--- config.mk ---
export PLATFORM = sky130hd
export DESIGN_NAME = numeric_literal_classifier
export DESIGN_NICKNAME = d
export VERILOG_FILES = /design/src/rtl/core/nlc_pkg.sv /design/src/rtl/core/numeric_literal_classifier.sv
export SDC_FILE = /design/constraint.sdc
export NUM_CORES = 1
export LEC_CHECK = 0
export BUFFER_PORTS_ARGS = -buffer_cell sky130_fd_sc_hd__buf_2
export CORE_ASPECT_RATIO = 1.5
export CORE_MARGIN = 2
export CORE_UTILIZATION = 45
export DETAILED_ROUTE_END_ITERATION = 8
export GPL_TIMING_DRIVEN = 0
export PLACE_DENSITY = 0.69
export SLEW_MARGIN = 20
export SYNTH_ARGS = -nofsm -noshare
export SYNTH_HDL_FRONTEND = slang
export SYNTH_SLANG_ARGS = --single-unit
export TNS_END_PERCENT = 30
--- constraint.sdc ---
create_clock -name i_clk -period 3.3 [get_ports i_clk]
set_clock_uncertainty 0.1 [all_clocks]
set_input_delay 0.165 -clock i_clk [delete_from_list [all_inputs] [get_ports i_clk]]
set_output_delay 0.165 -clock i_clk [all_outputs]
set_load 0.02 [all_outputs]
--- src/rtl/core/nlc_pkg.sv ---
`default_nettype none

package nlc_pkg;

    typedef enum logic [2:0] {
        TT_CHAR    = 3'd0,
        TT_INT     = 3'd1,
        TT_DOUBLE  = 3'd2,
        TT_FLOAT   = 3'd3,
        TT_SPECIAL = 3'd4,
        TT_UNKNOWN = 3'd5
    } t_token_type;

    localparam int NUM_WORDS = 6;
    localparam int POS_W     = 3;
    localparam int DATA_W    = 8;

    localparam logic [7:0] CH_QUOTE = 8'h27;
    localparam logic [7:0] CH_POINT = 8'h2E;
    localparam logic [7:0] CH_F     = 8'h66;
    localparam logic [7:0] CH_PLUS  = 8'h2B;
    localparam logic [7:0] CH_MINUS = 8'h2D;
    localparam logic [7:0] CH_ZERO  = 8'h30;
    localparam logic [7:0] CH_NINE  = 8'h39;

    // Length of each special word: nan, nanf, +inf, -inf, +inff, -inff.
    function automatic logic [POS_W-1:0] word_len(input int k);
        logic [POS_W-1:0] len;
        unique case (k)
            0:       len = 3'd3;
            1, 2, 3: len = 3'd4;
            default: len = 3'd5;
        endcase
        return len;
    endfunction

    // Character of special word k at position p; zero past the word's end.
    function automatic logic [7:0] word_char(input int k, input logic [POS_W-1:0] p);
        logic [7:0] ch;
        ch = 8'h00;
        unique case (p)
            3'd0: begin
                if (k <= 1)
                    ch = 8'h6E;
                else if (k == 2 || k == 4)
                    ch = CH_PLUS;
                else
                    ch = CH_MINUS;
            end
            3'd1: ch = (k <= 1) ? 8'h61 : 8'h69;
            3'd2: ch = 8'h6E;
            3'd3: ch = (k == 0) ? 8'h00 : CH_F;
            3'd4: ch = (k >= 4) ? CH_F : 8'h00;
            default: ch = 8'h00;
        endcase
        return ch;
    endfunction

endpackage

`default_nettype wire

--- src/rtl/core/numeric_literal_classifier.sv ---
// Numeric literal classifier.
// The slave stream carries a token one character per request: tdata is the
// character, tlast marks the last character and tuser marks an empty token
// (tdata and tlast are then ignored). The master stream carries one type code
// per token in tdata[2:0]: char, int, double, float, special or unknown.
// An empty-token request answers unknown and drops any partial token.
// Each accepted character updates a small set of flag registers; on the last
// character the class is decided in the same cycle and captured in the
// output register, so the result is valid in the cycle after the last request.
// Throughput is one character per cycle unless a held result stalls the input, set by the single flag update path.
// The output register decouples the two sides: a new request is taken while
// the result is read in the same cycle. When the receiver stalls with a
// result held, the input stalls as well, and tdata stays stable.
// Reset clears the flags to the start of a token and empties the output.
`default_nettype none

module numeric_literal_classifier (
    input  wire logic       i_clk,
    input  wire logic       i_rst_n,
    input  wire logic       i_s_axis_tvalid,
    output logic            o_s_axis_tready,
    input  wire logic [7:0] i_s_axis_tdata,  // [7:0] char_byte
    input  wire logic       i_s_axis_tlast,  // last_char
    input  wire logic       i_s_axis_tuser,  // [0] empty_token
    output logic            o_m_axis_tvalid,
    input  wire logic       i_m_axis_tready,
    output logic [7:0]      o_m_axis_tdata   // [2:0] token_type, [7:3] zero
);

    localparam int PW = nlc_pkg::POS_W;
    localparam int NW = nlc_pkg::NUM_WORDS;

    logic [PW-1:0] r_pos, n_pos;
    logic          r_first_nondigit, n_first_nondigit;
    logic [1:0]    r_quote, n_quote;
    logic          r_int_ok, n_int_ok;
    logic          r_dbl_ok, n_dbl_ok;
    logic          r_flt_ok, n_flt_ok;
    logic          r_point, n_point;
    logic          r_suffix_f, n_suffix_f;
    logic [NW-1:0] r_special, n_special;

    logic                 r_out_valid;
    nlc_pkg::t_token_type r_out_type;
    nlc_pkg::t_token_type n_type;

    logic       accept;
    logic       token_end;
    logic [7:0] ch;
    logic       is_digit;
    logic       is_sign;

    function automatic nlc_pkg::t_token_type classify(
        input logic [PW-1:0] n,
        input logic          first_nondigit,
        input logic [1:0]    quote,
        input logic          int_ok,
        input logic          dbl_ok,
        input logic          flt_ok,
        input logic          point,
        input logic [NW-1:0] special
    );
        nlc_pkg::t_token_type t;
        logic                 spec_hit;
        spec_hit = 1'b0;
        for (int k = 0; k < NW; k++) begin
            if (special[k] && n == nlc_pkg::word_len(k))
                spec_hit = 1'b1;
        end
        priority if ((n == 3'd1 && first_nondigit) || (n == 3'd3 && quote == 2'b11))
            t = nlc_pkg::TT_CHAR;
        else if (n != '0 && int_ok)
            t = nlc_pkg::TT_INT;
        else if (n != '0 && dbl_ok && point)
            t = nlc_pkg::TT_DOUBLE;
        else if (n != '0 && flt_ok && point)
            t = nlc_pkg::TT_FLOAT;
        else if (spec_hit)
            t = nlc_pkg::TT_SPECIAL;
        else
            t = nlc_pkg::TT_UNKNOWN;
        return t;
    endfunction

    assign o_s_axis_tready = !r_out_valid || i_m_axis_tready;
    assign accept          = i_s_axis_tvalid && o_s_axis_tready;
    assign token_end       = i_s_axis_tuser || i_s_axis_tlast;
    assign ch              = i_s_axis_tdata;
    assign is_digit        = (ch >= nlc_pkg::CH_ZERO) && (ch <= nlc_pkg::CH_NINE);
    assign is_sign         = (ch == nlc_pkg::CH_PLUS) || (ch == nlc_pkg::CH_MINUS);

    always_comb begin
        n_pos            = r_pos;
        n_first_nondigit = r_first_nondigit;
        n_quote          = r_quote;
        n_int_ok         = r_int_ok;
        n_dbl_ok         = r_dbl_ok;
        n_flt_ok         = r_flt_ok;
        n_point          = r_point;
        n_suffix_f       = r_suffix_f;
        n_special        = r_special;

        if (r_pos == '0) begin
            n_first_nondigit = !is_digit;
            if (ch == nlc_pkg::CH_QUOTE)
                n_quote[0] = 1'b1;
        end
        if (r_pos == 3'd2 && ch == nlc_pkg::CH_QUOTE)
            n_quote[1] = 1'b1;

        // Anything after an f suffix rules out float.
        if (r_suffix_f)
            n_flt_ok = 1'b0;

        priority if (r_pos == '0 && is_sign) begin
        end else if (is_digit) begin
        end else if (ch == nlc_pkg::CH_POINT) begin
            n_int_ok = 1'b0;
            if (r_point) begin
                n_dbl_ok = 1'b0;
                n_flt_ok = 1'b0;
            end
            n_point = 1'b1;
        end else if (ch == nlc_pkg::CH_F) begin
            n_int_ok   = 1'b0;
            n_dbl_ok   = 1'b0;
            n_suffix_f = 1'b1;
        end else begin
            n_int_ok = 1'b0;
            n_dbl_ok = 1'b0;
            n_flt_ok = 1'b0;
        end

        for (int k = 0; k < NW; k++) begin
            if (r_pos >= nlc_pkg::word_len(k) || nlc_pkg::word_char(k, r_pos) != ch)
                n_special[k] = 1'b0;
        end

        n_pos = (r_pos == '1) ? r_pos : r_pos + 1'b1;

        if (i_s_axis_tuser)
            n_type = nlc_pkg::TT_UNKNOWN;
        else
            n_type = classify(n_pos, n_first_nondigit, n_quote, n_int_ok,
                              n_dbl_ok, n_flt_ok, n_point, n_special);
    end

    always_ff @(posedge i_clk) begin
        if (!i_rst_n || (accept && token_end)) begin
            r_pos            <= '0;
            r_first_nondigit <= 1'b0;
            r_quote          <= '0;
            r_int_ok         <= 1'b1;
            r_dbl_ok         <= 1'b1;
            r_flt_ok         <= 1'b1;
            r_point          <= 1'b0;
            r_suffix_f       <= 1'b0;
            r_special        <= '1;
        end else if (accept) begin
            r_pos            <= n_pos;
            r_first_nondigit <= n_first_nondigit;
            r_quote          <= n_quote;
            r_int_ok         <= n_int_ok;
            r_dbl_ok         <= n_dbl_ok;
            r_flt_ok         <= n_flt_ok;
            r_point          <= n_point;
            r_suffix_f       <= n_suffix_f;
            r_special        <= n_special;
        end
    end

    always_ff @(posedge i_clk) begin
        if (!i_rst_n) begin
            r_out_valid <= 1'b0;
        end else if (accept && token_end) begin
            r_out_valid <= 1'b1;
        end else if (i_m_axis_tready) begin
            r_out_valid <= 1'b0;
        end
    end

    always_ff @(posedge i_clk) begin
        if (accept && token_end) begin
            r_out_type <= n_type;
        end
    end

    assign o_m_axis_tvalid = r_out_valid;
    assign o_m_axis_tdata  = {5'b0, r_out_type};

endmodule

`default_nettype wire

==> metrics.txt <==
outcome=completed; Synth Area in Compound Gates=25.3%; Leakage=about 0.00083 uW; fin. max-slew vios=0; setup bufs post-CTS=0; total track usage=between 20 and 25%; Max-slew headroom=between 60% and 70%; Routed WL=5040 microns; R2R Setup Slk=270 ps; global-route wire length before repair=between 8000 and 9000 microns; Worst Path Required=3230 ps; Period minus WS final=3030 ps; drt initial violations=approximately 100; DIE WIDTH=approximately 56 microns; Max-Cap Viols=0; sequential fraction of design power=a little over two fifths; largest net degree at the start of global routing=13; hold path depth=2; Comb pwr share=31.0%; Synth Register Bits=21; worst r2r dst=r_out_type[0]; Sw Share=around a third; core area=3920 sq um; filler instances=between 300 and 400; Syn Area/Cell=7.67 sq um; FFs w/ async S/R, synth=0%; Area after DPL=about 2000 sq um; share of layout cells above drive strength 1=around 17%; Worst Path Arrival=approximately 3000 ps; Die Y=approximately 82 microns; Reg2Reg Depth=11; CTS tree=yes; CTS clk-pin slew, worst paths=roughly 80 ps; Clock Latency Late Sink=270 ps; Hold Crit Class=primary input to register; routability cong.=0.927; CP Max Fanout=10; peak supply drop=around 0.20 mV; Top Ports=24; worst r2r src=r_pos[0]; Psw=around 230 uW; initial antenna violation count=0; via-per-instance ratio=6.22; pwr/cell area=326 nW/um^2; area occupied by multi-input gates=about 1200 sq um; Synth cell types=between 50 and 60; XOR/XNOR Fraction of Synth Area=3.34%; TNS Setup=0 ps; number of global-route vias before repair=1722; via count=approximately 1900; first-pass iteration count of the detailed router=4; Nets=284; Clk network pwr share=26.7%; synthesized cell area=approximately 1800 sq um; count of input and output buffers=17; Die ar.=4610 sq um; Tcrit/Tclk final=just over 90%; initial core utilization=46.7%; Storage cell area=roughly 450 sq um; CP Class=register to register; CTS Sinks=21; synthesized netlist cell count=239; # setup viols final=0; Longest Clk Path Bufs=2; Hold Crit Start=i_s_axis_tuser; Root Buffer Master=clkbuf_8; RSZ-0062 raised after global routing=no; post-synthesis simple-gate area fraction=32.3%; antenna viol nets, final=0; Hold Violations, Final=0; yosys warns=0; drt drc=0; Area growth, synth to finish=11.7%; Post-Synth Adder-Cell Area=under 10%; final instance area=around 2000 sq um; Worst Hold End=r_out_type[2]; ANT cells=0; Rows=28; total gr overflow=0; endpoint class of the critical path=register; Worst Tran Pin Value=566 ps; ys flop type=dfxtp_1; PnR Total Power=~670 uW; Fmax=~330 MHz; clock buffer count from CTS=3; nature of the critical path startpoint=register; wire per inst=about 16 microns; main combinational cell family by area after synthesis=simple AND/OR/NAND/NOR gates; HPWL reported at the end of detailed placement=between 3000 and 4000 microns; H-Tree Depth=1; Post-synth EDFFs=3; multiplexer area fraction after synthesis=~2.7%; Int Pwr=442 uW; Seq/Total Area, Yosys=approximately 25%
## registers in the layout, summed over array words and instances, names as in the netlist, 2 cells and up
signal and flops:
r_pos 3, r_out_type 3, r_special 6, r_quote 2
## Yosys cell counts (2+ instances only)
cell	instances	area share, %
o21ai_0	19	5.2
nand3_1	8	2.2
ha_1	4	2.7
a31oi_1	5	1.7
or3_4	2	1.2
nand4_1	4	1.4
o311a_1	2	1.1
nand2_1	13	2.7
inv_1	8	1.6
edfxtp_1	3	4.9
buf_2	9	2.5
mux2i_1	5	2.7
nor3b_1	3	1.2
a221oi_1	2	0.96
and3b_1	2	0.96
a21o_1	3	1.2
a31o_1	2	0.96
nand2b_1	4	1.4
and2_1	3	1.0
clkbuf_1	6	1.2
a221o_1	2	1.1
and4b_1	4	2.2
o2111ai_1	3	1.4
o21ai_1	4	1.1
nor4_1	6	2.0
nor2b_1	7	2.4
o211ai_1	2	0.82
nand3b_1	2	0.82
buf_4	6	2.5
dfxtp_1	18	20
xor2_1	4	1.9
nor2_1	25	5.1
nor3_1	9	2.5
a21boi_0	2	0.82
or3_1	4	1.4
a21oi_1	5	1.4
o41ai_1	2	0.96
xnor2_1	3	1.4
or4_1	2	0.82
o21a_1	3	1.2
## power by group through the flow
stage	combinational [uW]	clock, uW	sequential, uW
floorplan	148	0	290
global placement	201	0	288
detailed placement	203	0	288
CTS	204	178	282
global route	227	188	284
finish	207	178	282
## worst max-delay path by stage
stage,start,end,slack (ps),cells after the start
after floorplan,r_pos[0],r_out_type[0],580,11
after global placement,r_pos[0],r_out_type[0],260,11
after detailed placement,r_pos[0],r_out_type[0],290,11
after CTS,r_pos[0],r_out_type[0],270,11
after global routing,r_pos[0],r_out_type[0],50,11
final,r_pos[0],r_out_type[0],270,11
## layout by cell type (no fill, tap or decap), types with 4 or more instances in the layout
master	instances
dfxtp_1	18
nand2_1	13
nand4_1	4
buf_2	26
xor2_1	4
a31oi_1	5
conb_1	5
nor3_1	9
nor2_1	25
nand3_1	8
nand2b_1	4
inv_1	8
nor2b_1	7
buf_4	6
mux2i_1	5
clkbuf_1	5
a21oi_1	5
or3_1	4
nor4_1	6
o21ai_0	19
and4b_1	4
o21ai_1	4
ha_1	4
## critical path: stages (launching register included)
cell and delay (ps):
dfxtp_1 360, buf_2 210, buf_2 240, inv_1 120, ha_1 280, clkbuf_1 300, nor4b_2 400, o21ai_1 150
o32ai_1 330, nor3_1 100, o2111ai_1 120, nand2_1 70
## what timing repair did
| action | CTS | global route |
|---|---|---|
| gates resized for setup | 0 | 2 |
| hold buffers | 1 | 0 |
| endpoints found under the setup margin | 0 | 1 |
| endpoints found under the hold margin | 1 | 0 |
## logic make-up (layout without fill, tap and decap cells)
family / Yosys count / count (layout)
AND/OR/NAND/NOR: 102 / 102
AO/OA/AOI/OAI: 67 / 67
buffers and inverters: 32 / 54
flip-flops: 21 / 21
XOR/XNOR: 7 / 7
multiplexers: 5 / 5
adder cells (fa/ha/maj): 4 / 4
other: 1 / 5
## through the flow
stage                     util (%)  hold WS [ps]  worst slack [ps]  std cells
final                         52.2           138               272        310
after global routing          52.2           154              51.1        310
after CTS                     52.2           140               272        310
after detailed placement      50.7           275               286        305
after global placement        50.7           276               259        305
after floorplan                  -           137               582        243
## layout make-up
cell class	instances	share of cell area (%)
Buffer	23	6.29
Clock buffer	3	2.02
Clock inverter	1	0.244
Inverter	9	1.65
Multi-Input combinational cell	190	60.4
Sequential cell	21	22.0
Tap cell	45	2.75
Timing Repair Buffer	18	4.64
## per-layer routing
| metal | up-vias | share of wire, % | GRT usage [%] | wire length [microns] |
|---|---|---|---|---|
| met5 | - | 0 | 0 | 0 |
| met4 | 0 | 3.0 | 10.2 | 153 |
| met2 | 70 | 51 | 41.4 | 2580 |
| li1 | 940 | - | - | - |
| met3 | 12 | 5.6 | 2.65 | 282 |
| met1 | 905 | 40 | 25.2 | 2020 |
(Power assumes the default switching activity.)
